===== config.mk =====
export PLATFORM = sky130hd
export DESIGN_NAME = modifier_key_edge_counter
export DESIGN_NICKNAME = d
export VERILOG_FILES = /design/src/design/mkec_pkg.sv /design/src/design/modifier_key_edge_counter.sv /design/src/design/mkec_fifo.sv /design/src/design/mkec_front.sv /design/src/design/mkec_back.sv
export SDC_FILE = /design/constraint.sdc
export NUM_CORES = 1
export LEC_CHECK = 0
export BUFFER_PORTS_ARGS = -buffer_cell sky130_fd_sc_hd__buf_2
export CAP_MARGIN = 20
export CELL_PAD_IN_SITES_DETAIL_PLACEMENT = 1
export CELL_PAD_IN_SITES_GLOBAL_PLACEMENT = 1
export CORE_ASPECT_RATIO = 0.5
export CORE_MARGIN = 8
export CORE_UTILIZATION = 35
export DETAILED_ROUTE_END_ITERATION = 12
export GPL_TIMING_DRIVEN = 0
export PLACE_DENSITY_LB_ADDON = 0.12
export SETUP_SLACK_MARGIN = 0.2
export SYNTH_ARGS = -nofsm -noshare
export SYNTH_HDL_FRONTEND = slang
export SYNTH_SLANG_ARGS = --single-unit

===== constraint.sdc =====
create_clock -name i_clk -period 3.7 [get_ports i_clk]
set_clock_uncertainty 0.1 [all_clocks]
set_input_delay 0.185 -clock i_clk [delete_from_list [all_inputs] [get_ports i_clk]]
set_output_delay 0.185 -clock i_clk [all_outputs]
set_load 0.03 [all_outputs]

===== src/design/mkec_pkg.sv =====
// Package for the modifier key edge counter.
// Holds the shared types, register indexes and sizing constants.
// No dependencies.
package mkec_pkg;

    // Width of the keyboard bitmap and of the fixed result fields.
    localparam int KEY_BITS         = 16;
    localparam int POS_W            = 4;
    localparam int COUNT_W          = 8;
    localparam int KEY_IDX_W        = 4;

    // Default sizing of the counter array.
    localparam int NUM_KEYS_DEF     = 16;
    localparam int COUNT_LIMIT_DEF  = 240;

    // Queue depths between the front, the back and the result port.
    localparam int JOB_DEPTH        = 2;
    localparam int OUT_DEPTH        = 4;

    // Configuration register indexes.
    localparam logic CFG_CTRL_POS   = 1'b0;
    localparam logic CFG_SHIFT_POS  = 1'b1;

    // Reset values of the configuration registers.
    localparam logic [POS_W-1:0] CTRL_POS_RST  = 4'd5;
    localparam logic [POS_W-1:0] SHIFT_POS_RST = 4'd4;

    // Which view a counter belongs to.
    typedef enum logic [1:0] {
        VIEW_PLAIN = 2'd0,
        VIEW_CTRL  = 2'd1,
        VIEW_SHIFT = 2'd2
    } t_view;

    // One counter report as it sits in the result queue.
    typedef struct packed {
        t_view                  view_mode;
        logic [KEY_IDX_W-1:0]   key_index;
        logic [COUNT_W-1:0]     press_count;
        logic                   wrapped;
        logic                   last_of_run;
    } t_result;

endpackage


===== src/design/modifier_key_edge_counter.sv =====
// Top level of the modifier key edge counter.
// Depends on mkec_pkg, mkec_front, mkec_back and mkec_fifo.
//
// Usage: keyboard samples enter through a queue-style port (push/full); a
// sample is taken at a clock edge with push high and full low. Counter
// reports leave through a queue-style port (empty/pop); the head report
// sits on the o_ ports while empty is low and is taken with pop.
// Configuration (ctrl and shift bit positions) is written through
// i_cfg_we/i_cfg_index/i_cfg_data while the block is idle.
// The front classifies each sample in the cycle it is taken and queues an
// edge mask in a two-entry job queue; samples without edges queue nothing.
// The back walks each job over all 3*NUM_KEYS slots (48 by default), one
// counter slot per cycle unless a hit waits for room in the result queue,
// so a sample with edges holds the back for the whole walk; the report of
// slot zero passes the job queue, slot walker, update stage and result queue.
// Reports go through a four-entry result queue; when the receiver stops
// popping, the back waits on a report slot, the job queue fills and full
// rises, so nothing is lost. Reset empties both queues, clears the stored
// views and counters and restores the default bit positions.
module modifier_key_edge_counter import mkec_pkg::*; #(
    parameter int NUM_KEYS    = NUM_KEYS_DEF,
    parameter int COUNT_LIMIT = COUNT_LIMIT_DEF
) (
    input  logic                    i_clk,
    input  logic                    i_rst_n,
    input  logic                    i_cfg_we,
    input  logic                    i_cfg_index,
    input  logic [POS_W-1:0]        i_cfg_data,
    input  logic                    push,
    output logic                    full,
    input  logic [KEY_BITS-1:0]     i_keyboard_bits,
    output logic                    empty,
    input  logic                    pop,
    output logic [1:0]              o_view_mode,
    output logic [KEY_IDX_W-1:0]    o_key_index,
    output logic [COUNT_W-1:0]      o_press_count,
    output logic                    o_wrapped,
    output logic                    o_last_of_run
);

    localparam int SLOTS = 3 * NUM_KEYS;

    logic                           job_push, job_pop, job_empty;
    logic [SLOTS-1:0]               job_wdata, job_rdata;
    logic [$clog2(JOB_DEPTH+1)-1:0] job_count;
    logic                           out_push;
    t_result                        out_wdata, out_rdata;
    logic [$clog2(OUT_DEPTH+1)-1:0] out_count;
    logic                           out_full;

    // Front: views and edge detection.
    mkec_front #(
        .NUM_KEYS (NUM_KEYS)
    ) u_front (
        .i_clk           (i_clk),
        .i_rst_n         (i_rst_n),
        .i_cfg_we        (i_cfg_we),
        .i_cfg_index     (i_cfg_index),
        .i_cfg_data      (i_cfg_data),
        .i_push          (push),
        .i_keyboard_bits (i_keyboard_bits),
        .i_job_full      (full),
        .o_job_push      (job_push),
        .o_job_mask      (job_wdata)
    );

    // Job queue between front and back.
    mkec_fifo #(
        .WIDTH (SLOTS),
        .DEPTH (JOB_DEPTH)
    ) u_job_q (
        .i_clk   (i_clk),
        .i_rst_n (i_rst_n),
        .i_push  (job_push),
        .i_wdata (job_wdata),
        .o_full  (full),
        .i_pop   (job_pop),
        .o_rdata (job_rdata),
        .o_empty (job_empty),
        .o_count (job_count)
    );

    // Back: counter updates.
    mkec_back #(
        .NUM_KEYS    (NUM_KEYS),
        .COUNT_LIMIT (COUNT_LIMIT)
    ) u_back (
        .i_clk       (i_clk),
        .i_rst_n     (i_rst_n),
        .i_job_empty (job_empty || (job_count == '0)),
        .i_job_mask  (job_rdata),
        .o_job_pop   (job_pop),
        .i_out_count (out_count),
        .o_out_push  (out_push),
        .o_out_data  (out_wdata)
    );

    // Result queue; the back never pushes into a full queue.
    mkec_fifo #(
        .WIDTH ($bits(t_result)),
        .DEPTH (OUT_DEPTH)
    ) u_out_q (
        .i_clk   (i_clk),
        .i_rst_n (i_rst_n),
        .i_push  (out_push && !out_full),
        .i_wdata (out_wdata),
        .o_full  (out_full),
        .i_pop   (pop),
        .o_rdata (out_rdata),
        .o_empty (empty),
        .o_count (out_count)
    );

    assign o_view_mode   = out_rdata.view_mode;
    assign o_key_index   = out_rdata.key_index;
    assign o_press_count = out_rdata.press_count;
    assign o_wrapped     = out_rdata.wrapped;
    assign o_last_of_run = out_rdata.last_of_run;

endmodule


===== src/design/mkec_fifo.sv =====
// Small synchronous FIFO built from registers.
// Used for the job queue and the result queue; depends on nothing.
module mkec_fifo #(
    parameter int WIDTH = 16,
    parameter int DEPTH = 4
) (
    input  logic                         i_clk,
    input  logic                         i_rst_n,
    input  logic                         i_push,
    input  logic [WIDTH-1:0]             i_wdata,
    output logic                         o_full,
    input  logic                         i_pop,
    output logic [WIDTH-1:0]             o_rdata,
    output logic                         o_empty,
    output logic [$clog2(DEPTH+1)-1:0]   o_count
);

    localparam int PW = (DEPTH > 1) ? $clog2(DEPTH) : 1;
    localparam int CW = $clog2(DEPTH + 1);

    logic [WIDTH-1:0] r_data [DEPTH];
    logic [PW-1:0]    r_wr_ptr, n_wr_ptr;
    logic [PW-1:0]    r_rd_ptr, n_rd_ptr;
    logic [CW-1:0]    r_count,  n_count;
    logic             do_push, do_pop;

    assign o_full   = (r_count == CW'(DEPTH));
    assign o_empty  = (r_count == '0);
    assign o_count  = r_count;
    assign o_rdata  = r_data[r_rd_ptr];
    assign do_push  = i_push && !o_full;
    assign do_pop   = i_pop && !o_empty;

    // Pointer and fill count updates.
    always_comb begin
        n_wr_ptr = r_wr_ptr;
        n_rd_ptr = r_rd_ptr;
        n_count  = r_count;
        if (do_push) begin
            n_wr_ptr = (r_wr_ptr == PW'(DEPTH - 1)) ? '0 : r_wr_ptr + 1'b1;
        end
        if (do_pop) begin
            n_rd_ptr = (r_rd_ptr == PW'(DEPTH - 1)) ? '0 : r_rd_ptr + 1'b1;
        end
        if (do_push && !do_pop) begin
            n_count = r_count + 1'b1;
        end else if (do_pop && !do_push) begin
            n_count = r_count - 1'b1;
        end
    end

    always_ff @(posedge i_clk) begin
        if (!i_rst_n) begin
            r_wr_ptr <= '0;
            r_rd_ptr <= '0;
            r_count  <= '0;
        end else begin
            r_wr_ptr <= n_wr_ptr;
            r_rd_ptr <= n_rd_ptr;
            r_count  <= n_count;
        end
    end

    // Storage needs no reset.
    always_ff @(posedge i_clk) begin
        if (do_push) begin
            r_data[r_wr_ptr] <= i_wdata;
        end
    end

endmodule


===== src/design/mkec_front.sv =====
// Front end: configuration registers, view forming and edge detection.
// Emits one edge mask per sample that has edges; uses mkec_pkg.
module mkec_front import mkec_pkg::*; #(
    parameter int NUM_KEYS = NUM_KEYS_DEF
) (
    input  logic                    i_clk,
    input  logic                    i_rst_n,
    input  logic                    i_cfg_we,
    input  logic                    i_cfg_index,
    input  logic [POS_W-1:0]        i_cfg_data,
    input  logic                    i_push,
    input  logic [KEY_BITS-1:0]     i_keyboard_bits,
    input  logic                    i_job_full,
    output logic                    o_job_push,
    output logic [3*NUM_KEYS-1:0]   o_job_mask
);

    logic [POS_W-1:0]    r_ctrl_pos;
    logic [POS_W-1:0]    r_shift_pos;
    logic [KEY_BITS-1:0] r_prev_plain;
    logic [KEY_BITS-1:0] r_prev_ctrl;
    logic [KEY_BITS-1:0] r_prev_shift;
    logic [KEY_BITS-1:0] cur_ctrl, cur_shift;
    logic [KEY_BITS-1:0] edge_plain, edge_ctrl, edge_shift;
    logic                accept;

    assign accept = i_push && !i_job_full;

    // Configuration registers; writes to unknown indexes cannot occur.
    always_ff @(posedge i_clk) begin
        if (!i_rst_n) begin
            r_ctrl_pos  <= CTRL_POS_RST;
            r_shift_pos <= SHIFT_POS_RST;
        end else if (i_cfg_we) begin
            if (i_cfg_index == CFG_CTRL_POS) begin
                r_ctrl_pos <= i_cfg_data;
            end else begin
                r_shift_pos <= i_cfg_data;
            end
        end
    end

    // Modifier views and rising edges. A plain edge counts only when no
    // modifier view holds the key in this sample.
    always_comb begin
        cur_ctrl   = i_keyboard_bits[r_ctrl_pos]  ? i_keyboard_bits : '0;
        cur_shift  = i_keyboard_bits[r_shift_pos] ? i_keyboard_bits : '0;
        edge_plain = i_keyboard_bits & ~r_prev_plain & ~cur_ctrl & ~cur_shift;
        edge_ctrl  = cur_ctrl  & ~r_prev_ctrl;
        edge_shift = cur_shift & ~r_prev_shift;
    end

    // Key-major mask: bit 3*k + view. Keys past the bitmap never fire.
    for (genvar k = 0; k < NUM_KEYS; k++) begin : g_mask
        if (k < KEY_BITS) begin : g_live
            assign o_job_mask[3*k + 0] = edge_plain[k];
            assign o_job_mask[3*k + 1] = edge_ctrl[k];
            assign o_job_mask[3*k + 2] = edge_shift[k];
        end else begin : g_dead
            assign o_job_mask[3*k +: 3] = 3'b000;
        end
    end

    // Samples without edges only update the stored views.
    assign o_job_push = accept && (o_job_mask != '0);

    always_ff @(posedge i_clk) begin
        if (!i_rst_n) begin
            r_prev_plain <= '0;
            r_prev_ctrl  <= '0;
            r_prev_shift <= '0;
        end else if (accept) begin
            r_prev_plain <= i_keyboard_bits;
            r_prev_ctrl  <= cur_ctrl;
            r_prev_shift <= cur_shift;
        end
    end

endmodule


===== src/design/mkec_back.sv =====
// Back end: walks each edge mask slot by slot, updates the press counter
// memory and writes reports into the result queue; uses mkec_pkg.
module mkec_back import mkec_pkg::*; #(
    parameter int NUM_KEYS    = NUM_KEYS_DEF,
    parameter int COUNT_LIMIT = COUNT_LIMIT_DEF
) (
    input  logic                            i_clk,
    input  logic                            i_rst_n,
    input  logic                            i_job_empty,
    input  logic [3*NUM_KEYS-1:0]           i_job_mask,
    output logic                            o_job_pop,
    input  logic [$clog2(OUT_DEPTH+1)-1:0]  i_out_count,
    output logic                            o_out_push,
    output t_result                         o_out_data
);

    localparam int SLOTS = 3 * NUM_KEYS;
    localparam int AW    = $clog2(SLOTS);
    localparam int KW    = (NUM_KEYS > 1) ? $clog2(NUM_KEYS) : 1;
    localparam int OCW   = $clog2(OUT_DEPTH + 1);

    // Scan state.
    logic              r_busy;
    logic [SLOTS-1:0]  r_pend;
    logic [KW-1:0]     r_key;
    t_view             r_view;
    logic [AW-1:0]     r_addr;

    // Counter memory with a valid bit per entry; invalid reads as zero.
    logic [COUNT_W-1:0] r_count_mem [SLOTS];
    logic [SLOTS-1:0]   r_cnt_valid;
    logic [COUNT_W-1:0] r_rd_data;
    logic               r_rd_valid;

    // Update stage.
    logic              r_s2_valid;
    logic [AW-1:0]     r_s2_addr;
    t_view             r_s2_view;
    logic [KW-1:0]     r_s2_key;
    logic              r_s2_last;

    logic               hit, last_hit, space, advance, end_slot, load;
    logic [COUNT_W-1:0] cur_count, new_count;
    logic [COUNT_W:0]   inc_count;
    logic               wrap;
    t_view              next_view;

    assign hit      = r_pend[0];
    assign last_hit = hit && ((r_pend >> 1) == '0);
    assign space    = ((OCW+1)'(i_out_count) + (OCW+1)'(r_s2_valid)) < (OCW+1)'(OUT_DEPTH);
    assign advance  = r_busy && (!hit || space);
    assign end_slot = (r_key == KW'(NUM_KEYS - 1)) && (r_view == VIEW_SHIFT);
    assign load     = (!r_busy || (advance && end_slot)) && !i_job_empty;
    assign o_job_pop = load;

    // View order within a key: plain, ctrl, shift.
    always_comb begin
        unique case (r_view)
            VIEW_PLAIN: next_view = VIEW_CTRL;
            VIEW_CTRL:  next_view = VIEW_SHIFT;
            VIEW_SHIFT: next_view = VIEW_PLAIN;
            default:    next_view = VIEW_PLAIN;
        endcase
    end

    // Slot walker; the next job starts right after the last slot.
    always_ff @(posedge i_clk) begin
        if (!i_rst_n) begin
            r_busy <= 1'b0;
            r_pend <= '0;
            r_key  <= '0;
            r_view <= VIEW_PLAIN;
            r_addr <= '0;
        end else if (load) begin
            r_busy <= 1'b1;
            r_pend <= i_job_mask;
            r_key  <= '0;
            r_view <= VIEW_PLAIN;
            r_addr <= '0;
        end else if (advance) begin
            r_pend <= r_pend >> 1;
            r_view <= next_view;
            r_addr <= r_addr + 1'b1;
            if (r_view == VIEW_SHIFT) begin
                r_key <= r_key + 1'b1;
            end
            if (end_slot) begin
                r_busy <= 1'b0;
            end
        end
    end

    // Counter read for the current slot. Adjacent slots never share an
    // address, so the write one stage later cannot collide with the read.
    always_ff @(posedge i_clk) begin
        r_rd_data <= r_count_mem[r_addr];
        if (r_s2_valid) begin
            r_count_mem[r_s2_addr] <= new_count;
        end
    end

    always_ff @(posedge i_clk) begin
        if (!i_rst_n) begin
            r_cnt_valid <= '0;
            r_rd_valid  <= 1'b0;
            r_s2_valid  <= 1'b0;
        end else begin
            r_rd_valid <= r_cnt_valid[r_addr];
            r_s2_valid <= advance && hit;
            if (r_s2_valid) begin
                r_cnt_valid[r_s2_addr] <= 1'b1;
            end
        end
    end

    always_ff @(posedge i_clk) begin
        r_s2_addr <= r_addr;
        r_s2_view <= r_view;
        r_s2_key  <= r_key;
        r_s2_last <= last_hit;
    end

    // Increment with wrap at the limit.
    always_comb begin
        cur_count = r_rd_valid ? r_rd_data : '0;
        inc_count = (COUNT_W+1)'(cur_count) + 1'b1;
        wrap      = inc_count >= (COUNT_W+1)'(COUNT_LIMIT);
        new_count = wrap ? '0 : inc_count[COUNT_W-1:0];
    end

    // Report for the result queue.
    always_comb begin
        o_out_push              = r_s2_valid;
        o_out_data.view_mode    = r_s2_view;
        o_out_data.key_index    = KEY_IDX_W'(r_s2_key);
        o_out_data.press_count  = new_count;
        o_out_data.wrapped      = wrap;
        o_out_data.last_of_run  = r_s2_last;
    end

endmodule


### Yosys cells after proc, flatten, opt, wreduce, memory -nomap -nowiden

Memories as Yosys holds them, arrays and structs flattened. A register that Yosys moved wholly into a read port is not among the register bits.
Cells that the tools add are included.

| operators by class | value |
|---|---|
| reductions and logical operators | 44 |
| shift operators | 0 |
| $add $sub $neg | 12 |
| bitwise gates (word level) | 13 |
| muxes and demuxes | 36 |
| equal/unequal tests | 7 |
| div/mod/pow operators | 0 |
| magnitude comparators | 7 |
| multiply operators | 0 |

Operator list:

| kind | count |
|---|---|
| $mux W48 | 2 |
| $and A16 B16 Y16 | 5 |
| $not A16 Y16 | 5 |
| $logic_not A48 Y1 | 1 |
| $or A48 B48 Y48 | 1 |
| $reduce_bool A48 Y1 | 1 |
| $mux W16 | 2 |
| $logic_and A1 B1 Y1 | 18 |
| $mux W1 | 17 |
| $mux W8 | 2 |
| $lt A6 B7 Y1 const B | 2 |
| $mux W2 | 6 |
| $logic_not A1 Y1 | 10 |
| $lt A4 B5 Y1 const B | 2 |
| $add A8 B1 Y9 const B | 1 |
| $ge A9 B8 Y1 const B | 1 |
| $bmux W1 S4 | 2 |
| $eq A2 B2 Y1 const B | 4 |
| $reduce_and A2 Y1 | 4 |
| $reduce_bool A2 Y1 | 4 |
| $add A2 B1 Y2 const B | 3 |
| $add A6 B1 Y6 const B | 1 |
| $bmux W1 S6 | 1 |
| $demux W1 S6 | 1 |
| 18 further kinds | 23 |

| storage, ports and cells | value |
|---|---|
| bits in latches | 0 |
| memories kept | 3 |
| ROM bits | 0 |
| input bits | 26 |
| output and inout port bits | 18 |
| logic and storage cells | 145 |
| flip-flop bits (word level) | 191 |
| memory bits (writable) | 544 |

Memories:

| memory | words | width | rd ports | clocked after Yosys merged registers in | wr ports | RTL line | RTL |
|---|---|---|---|---|---|---|---|
| u_back.r_count_mem | 48 | 8 | 1 | 1 | 1 | mkec_back.sv:30 | `logic [COUNT_W-1:0] r_count_mem [SLOTS];` |
| u_job_q.r_data | 2 | 48 | 1 | 1 | 1 | mkec_fifo.sv:21 | `logic [WIDTH-1:0] r_data [DEPTH];` |
| u_out_q.r_data | 4 | 16 | 1 | 1 | 1 | mkec_fifo.sv:21 |  |

### Logic depth before layout (Yosys ltp)

Gate-level depths: netlist of the first run.

| logic depth | value |
|---|---|
| depth after elaboration | 13 |
| depth in mapped cells | 11 |
| mapped depth without buffers | 10 |

### Modules after synthesis

A second synthesis of the first run with hierarchy kept.

| unflattened totals | value |
|---|---|
| cells, all modules | 1937 |
| area total of the unflattened synthesis | 29767.3 um^2 |

Modules (own cells, without submodules):

| module | instances | seq. area each (um^2) | cells each | area each (um^2) |
|---|---|---|---|---|
| mkec_back | 1 | 14173.6 | 1242 | 20043.0 |
| mkec_fifo (u_job_q) | 1 | 2982.9 | 174 | 3697.3 |
| mkec_front | 1 | 1121.1 | 384 | 3179.3 |
| mkec_fifo (u_out_q) | 1 | 2102.0 | 135 | 2826.5 |
| modifier_key_edge_counter | 1 | 0.0 | 2 | 21.3 |

### Worst setup path after synthesis of the first run

OpenSTA, ideal clock, no wires.

| timing | value |
|---|---|
| kind | register to register |
| start | register u_front.r_shift_pos[0] |
| end | memory u_job_q.r_data[0][0] in the netlist's numbering (enable) |
| period minus slack after synthesis | 3.675 ns |
| path slack | 0.025 ns |
| setup time | 0.423 ns |
| required time | 3.177 ns |
| buffers on the path | 1 |
| cell stages (with the launch flop) | 6 |
| data arrival time | 3.152 ns |
| cell sequence | dfxtp_1 buf_4 mux4_2 a221oi_4 mux2_4 a21oi_2 |

| on the way | value |
|---|---|
| cells in the longest elaborated chain, start to end | 10 |
| elaborated cells between the ends (all ways) | 11 |
| classes of those cells | mux (5); bitwise (3); reduce/logical (3) |

Ends and longest elaborated chain:

| item | RTL line | RTL |
|---|---|---|
| start: declaration | mkec_front.sv:19 | `logic [POS_W-1:0] r_shift_pos;` |
| start signal: assignment | mkec_front.sv:38 | `r_shift_pos <= i_cfg_data;` |
| $bmux W1 S4 * | mkec_front.sv:47 | `cur_shift = i_keyboard_bits[r_shift_pos] ? i_keyboard_bits : '0;` |
| $mux W1 (not written as such) * | mkec_front.sv:47 |  |
| $mux W16 * | mkec_front.sv:47 |  |
| $not A16 Y16 | mkec_front.sv:48 | `edge_plain = i_keyboard_bits & ~r_prev_plain & ~cur_ctrl & ~cur_shift;` |
| $and A16 B16 Y16 | mkec_front.sv:48 |  |
| $reduce_bool A48 Y1 * | mkec_front.sv:65 | `assign o_job_push = accept && (o_job_mask != '0);` |
| $logic_and A1 B1 Y1 * | mkec_front.sv:65 |  |
| $logic_and A1 B1 Y1 * | mkec_fifo.sv:31 | `assign do_push = i_push && !o_full;` |
| $mux W1 * | mkec_fifo.sv:66 | `if (do_push) begin` |
| $mux W1 (not written as such) * | mkec_fifo.sv:67 | `r_data[r_wr_ptr] <= i_wdata;` |
| end: declaration | mkec_fifo.sv:21 |  |

Every way passes the cells marked *; elsewhere a longest branch is shown, timed or not. The select of a mux whose other input is x is not followed.

==> reports/qor.yml, run 1 <==
final_cells: 3229
synth-main-ff-cell: "edfxtp_1"
critical_path.top_delay_family: "simple AND/OR/NAND/NOR gates"
grt_pass1_vias: 17430
core_mm2: 0.08194
gp_congestion: 0.8058
yosys-top-cells-area: "edfxtp_1, dfxtp_1, mux4_2"
hold_viol_final: 0
yosysSeqAreaShare_pct: 70.05
hp-class: "in2reg"
worstSkewPairLatency_ns: 0.62
drc: 0
finalNetCount: 2112
floorplan.rows: 74
cts-htree-levels: 3
critPathSlowestCell: "o21a_4"
crit_fanout: 32
period_share_pct: 90.26
antenna_found_initial: 1
min_from: "push"
setup_viol: 0
netlist_area_mm2: 0.02909
yosysMostFrequentCell: "edfxtp_1"
place_inst: 3066
worstSetupPathType: "reg2reg"
synth_edf_count: 544
ys_warn_count: 0
grt_max_degree: 33
arrival_ns: 3.56
post_drt_wl_per_cell_um: 24.54
slew_headroom_pct: 27.01
firstDrtPassIters: 5
grt_pass1_wl_um: 117900
path_clk_slew_ns: 0.07
syn-num-nets: 1947
total_power_mw: 20.99
syn_area_per_cell_um2: 15.24
slowest_delay_ns: 0.36
post_drt_via_cell_ratio: 5.105
r2r_start: "u_back.r_rd_valid$_SDFF_PN0_"
grt_usage_pct: 17.02
die_h_um: 219.9
post-route-util_pct: 41.04
slew_viol_final: 0
num_vias: 16490
fp.dieW_um: 423.7
final_antenna_net_count: 0
setup.worst_path.start: "u_back.r_rd_valid$_SDFF_PN0_"
synth_seq_cells: 746
synthCells: 1909
overflow: 0
rsz0062_at_grt: "no"
synth_cell_types: 47
die-area_mm2: 0.09317
crit_buf_inv: 2
synthArstFlopShare_pct: 0
yosysTopAreaCell: "edfxtp_1"
portBuffers: 43
tightest_slew_ns: 1.091
cp.required_ns: 3.92
maxCapViolCount: 0
synthToLayoutAreaGrowth_pct: 15.60
period_needed_ns: 3.340
synth_top_area_share_pct: 56.15
startpoint_type: "register"
cts_tree: "built"
root_buffer: "clkbuf_16"
drt_iter0_drc: 1177
finalWirelength_um: 79230
cts_buffers: 72
p_per_area_mw_per_mm2: 624.2
leakagePower_nw: 11.19
clockBufferDepth: 3
layout-drive-gt1-share_pct: 16.98
peakVddDrop_mv: 0.2901
yosys-top-cells-count: "edfxtp_1, nor2_1, dfxtp_1"
crit_chain: "clkbuf_2 -> and2_1 -> ha_1 -> nand3_1 -> xor2_4 -> nor3_2 -> o21a_4 -> nand2b_4 -> nor2_4 -> buf_12"
initial_core_util_pct: 35.51
status: "complete, no violations"
clock-sinks: 746
crit_path_end_kind: "register"
dp_hpwl_um: 54090
io_pins: 44
max_freq_mhz: 299.4
sequential cells by signal (all words and copies together) (netlist names), 16 cells and up, named ones only:
signal,cells
u_front.r_prev_plain,16
u_job_q.r_data,96
u_out_q.r_data,64
u_back.r_pend,48
u_front.r_prev_shift,16
u_back.r_cnt_valid,48
u_back.r_count_mem,384
u_front.r_prev_ctrl,16
metrics by stage:
stage / setup TNS, ns / worst slack (ns) / hold WS [ns] / instance area [um2]
finish: 0 / 0.3604 / 0.2145 / 33630
global route: 0 / 0.2271 / 0.2331 / 33630
CTS: 0 / 0.2232 / 0.1702 / 33580
detailed placement: -13.75 / -0.1567 / 0.2609 / 31010
global placement: -906.69 / -2.456 / 0.2535 / 30700
floorplan: 0 / 0.2276 / 0.1469 / 29100
per-layer routing:
layer | routed length, um | global-route usage (%)
met5 | 0 | 0
met4 | 1718 | 4.397
met3 | 2983 | 2.658
met2 | 37910 | 28.21
met1 | 36610 | 23.55
final cells by class:
cell class                      count  area (um2)
Sequential cell                   746       20380
Buffer                            106       426.7
Fill cell                        8267       48310
Inverter                           15       56.30
Antenna cell                        1       2.502
Multi-Input combinational cell   1045        8367
Clock inverter                     21       175.2
Timing Repair Buffer               88       817.0
Tap cell                         1102        1379
Clock buffer                      105        2029
tightest hold or removal path, cell delays in order:
cell      delay [ns]
buf_2           0.09
nand2_1         0.12
clkbuf_1        0.29
nand2_1         0.14
a21oi_1         0.05
power breakdown:
group | switching (mW) | internal, mW
clock | 3.14 | 4.01
combinational | 2.42 | 1.45
sequential | 0.378 | 9.59
total | 5.93 | 15.1
logic make-up (layout without fill, tap and decap cells):
| kind of cell | after synthesis | count (layout) | synth area share [%] |
|---|---|---|---|
| other cells | 0 | 1 | 0 |
| fa+ha+maj | 12 | 12 | 0.5419 |
| flops | 746 | 746 | 70.05 |
| xor+xnor | 17 | 17 | 0.5118 |
| simple gates | 647 | 650 | 9.801 |
| mux | 175 | 175 | 12.81 |
| buf+inv | 121 | 335 | 1.651 |
| compound gates | 191 | 191 | 4.636 |
final timing paths:
kind                                            to  slack, ns  cells after the start
max            u_back.r_count_mem[44][3]$_DFFE_PP_       0.36                     10
min          u_front.r_prev_plain[15]$_SDFFE_PN0P_       0.21                      5
max reg2reg    u_back.r_count_mem[44][3]$_DFFE_PP_       0.36                     10
min reg2reg            u_back.r_s2_addr[4]$_DFF_P_       0.26                      0
timing repair:
action / 4_1_cts / 5_1_grt
hold buffers: 28 / 0
buffers inserted: 1 / 0
gates cloned: 3 / 0
resized for setup: 8 / 3
hold endpoints to repair: 91 / 0
endpoints found under the setup margin: 276 / 127
pin swaps: 3 / 0
cell usage in the layout, fill, tap and decap left out, types with 9 or more instances in the layout:
master	instances
nand4_1	16
nand2_1	167
clkbuf_16	75
and2_1	9
buf_1	11
clkbuf_1	100
a31oi_1	10
nand2b_1	45
dfxtp_1	202
edfxtp_1	544
nor3_1	9
dlygate4sd3_1	28
nor2_1	293
nor4_1	12
mux2i_1	15
a211oi_1	48
buf_12	9
inv_1	13
xor2_1	10
buf_2	61
ha_1	11
a21oi_1	63
a311oi_1	47
nor2b_1	56
nand3_1	17
mux4_2	157
Power figures use the tool's default switching activity.
==> run 2, diff against run 1 <==
CORE_UTILIZATION = 48   (was 35)
==> run 2 against run 1 <==
Sequential power hardly changed. Die area is 26% lower. Register-to-register slack worse by 0.16 ns. Sequential share of layout area is 0.69 points higher. Power is 1.5% lower. Setup slack worse by 0.16 ns. First-iteration DRC count is 8.7% higher. Cell area is 1.1% lower. Combinational power is 1% lower. Fmax is 4.5% lower. Count of clock-buffer cells in the layout is 9 lower. Hold slack worse by 0.14 ns. Largest cell class unchanged.
==> reports/qor.yml, run 2 (synthesis results as in run 1) <==
finalNetCount: 2110  # was 2112
core_mm2: 0.05959  # was 0.08194 mm2
cp.depth: 10  # unchanged
p_per_area_mw_per_mm2: 621.7  # was 624.2 mW/mm2
cp.required_ns: 3.91  # was 3.92 ns
slew_viol_final: 0  # unchanged
rsz0062_at_grt: "yes"  # was no
period_needed_ns: 3.498  # was 3.340 ns
crit_path_end_kind: "register"  # unchanged
largest_reg_flops: 384  # unchanged
leakagePower_nw: 11.18  # was 11.19 nW
crit_fanout: 32  # unchanged
layout_commonest_cell: "edfxtp_1"  # unchanged
setup-tns-final_ns: 0  # unchanged
critical_path.top_delay_family: "simple AND/OR/NAND/NOR gates"  # unchanged
portBuffers: 43  # unchanged
worstSetupPathType: "reg2reg"  # unchanged
gp_congestion: 0.8165  # was 0.8058
grt_pass1_vias: 17430  # unchanged
setup.worst_path.start: "u_back.r_rd_valid$_SDFF_PN0_"  # unchanged
min_from: "pop"  # was push
slew_headroom_pct: 24.70  # was 27.01%
arrival_ns: 3.71  # was 3.56 ns
drc: 0  # unchanged
place_inst: 2777  # was 3066
hp-class: "in2reg"  # unchanged
pre_cts_slack_ns: -0.005683  # was -0.1567 ns
drt_iter0_drc: 1279  # was 1177
num_vias: 16760  # was 16490
cts_buffers: 67  # was 72
synthToLayoutAreaGrowth_pct: 14.30  # was 15.60%
crit_buf_inv: 2  # unchanged
antenna_cells: 0  # was 1
layout_top_registers: "u_back.r_count_mem (384), u_job_q.r_data (96), u_out_q.r_data (64)"  # unchanged
startpoint_type: "register"  # unchanged
reg2reg_depth: 10  # unchanged
grt_max_degree: 33  # unchanged
worstSkewPairLatency_ns: 0.59  # was 0.62 ns
final_cells: 2935  # was 3229
hold_slack_ns: 0.07554  # was 0.2145 ns
worst_slack_ns: 0.2021  # was 0.3604 ns
finalWirelength_um: 74430  # was 79230 um
period_share_pct: 94.54  # was 90.26%
fp.dieW_um: 364.2  # was 423.7 um
grt_pass1_wl_um: 111800  # was 117900 um
die-area_mm2: 0.06922  # was 0.09317 mm2
status: "complete, no violations"  # unchanged
critPathSlowestCell: "clkbuf_1"  # was o21a_4
grt_usage_pct: 21.35  # was 17.02%
firstDrtPassIters: 5  # unchanged
post-route-util_pct: 55.80  # was 41.04%
clockBufferDepth: 3  # unchanged
root_buffer: "clkbuf_16"  # unchanged
post_drt_wl_per_cell_um: 25.36  # was 24.54 um
path_clk_slew_ns: 0.06  # was 0.07 ns
fin_area_mm2: 0.03325  # was 0.03363 mm2
overflow: 0  # unchanged
cts_tree: "built"  # unchanged
hold_path_depth: 4  # was 5
peakVddDrop_mv: 0.4654  # was 0.2901 mV
final_cell_mix: "edfxtp_1, nor2_1, dfxtp_1"  # unchanged
maxCapViolCount: 0  # unchanged
total_power_mw: 20.67  # was 20.99 mW
io_pins: 44  # unchanged
dp_hpwl_um: 50420  # was 54090 um
clock-sinks: 746  # unchanged
max_freq_mhz: 285.9  # was 299.4 MHz
tightest_slew_ns: 1.125  # was 1.091 ns
slowest_delay_ns: 0.39  # was 0.36 ns
die_h_um: 190.1  # was 219.9 um
floorplan.rows: 63  # was 74
post_drt_via_cell_ratio: 5.709  # was 5.105
cts-htree-levels: 3  # unchanged
regMostFlops: "u_back.r_count_mem"  # unchanged
layout-drive-gt1-share_pct: 17.00  # was 16.98%
crit_chain: "clkbuf_1 -> and2_1 -> ha_1 -> nand3_1 -> xor2_4 -> nor3_2 -> o21a_4 -> nand2b_4 -> nor2_4 -> buf_16"  # was clkbuf_2 -> and2_1 -> ha_1 -> nand3_1 -> xor2_4 -> nor3_2 -> o21a_4 -> nand2b_4 -> nor2_4 -> buf_12
dpl-instance-area_mm2: 0.03069  # was 0.03101 mm2
hold_viol_final: 0  # unchanged
antenna_found_initial: 0  # was 1
r2r_start: "u_back.r_rd_valid$_SDFF_PN0_"  # unchanged
setup_viol: 0  # unchanged
final_antenna_net_count: 0  # unchanged
initial_core_util_pct: 48.82  # was 35.51%
-- run 2: cell types whose count changed in the layout (fill, tap and decap cells not counted), moves of 2 or more --
| cell | change |
|---|---|
| clkbuf_16 | -4 |
| clkbuf_1 | -6 |
| nor2_4 | +2 |
| buf_16 | +3 |
| dlygate4sd3_1 | +2 |
| nor2_2 | -2 |
| buf_12 | -2 |
-- run 2: final cells by class --
cell class | instances | area (um2)
multi-input cells | 1045 | 8377
clock buffers | 96 | 1931
inverters | 15 | 56.30
plain buffers | 106 | 425.4
fillers | 5701 | 26340
clock inverters | 24 | 192.7
flip-flops and latches | 746 | 20380
well taps | 812 | 1016
repair buffers | 91 | 877.1
-- run 2: report_power, final --
| part | total [mW] | internal, mW | switching, mW |
|---|---|---|---|
| combinational | 3.82 | 1.46 | 2.35 |
| clock | 6.87 | 3.85 | 3.02 |
| sequential | 9.98 | 9.59 | 0.392 |
-- run 2: final timing paths --
kind	endpoint	slack, ns
setup / recovery	u_back.r_count_mem[45][3]$_DFFE_PP_	0.20
hold / removal	register	0.08
setup reg to reg	u_back.r_count_mem[45][3]$_DFFE_PP_	0.20
hold reg to reg	u_back.r_s2_addr[4]$_DFF_P_	0.27
-- run 2: metal layers --
| layer | global-route usage (%) | part of all wire [%] |
|---|---|---|
| met1 | 30.50 | 45 |
| met2 | 35.04 | 48 |
| met3 | 3.398 | 5.0 |
| met4 | 4.171 | 1.7 |
| met5 | 0 | 0 |
-- run 2: what timing repair did --
action	CTS	global route
setup buffers	0	3
hold endpoints to repair	70	0
setup endpoints to repair	152	182
cloned	0	3
pin swaps	2	3
hold buffers	30	0
resized for setup	1	12
-- run 2: worst min-delay path, delay by kind of cell --
kind / cells / cell delay, ns
and+or+nand+nor: 2 / 0.24
AOI/OAI and AO/OA: 1 / 0.20
buffers and inverters: 1 / 0.07
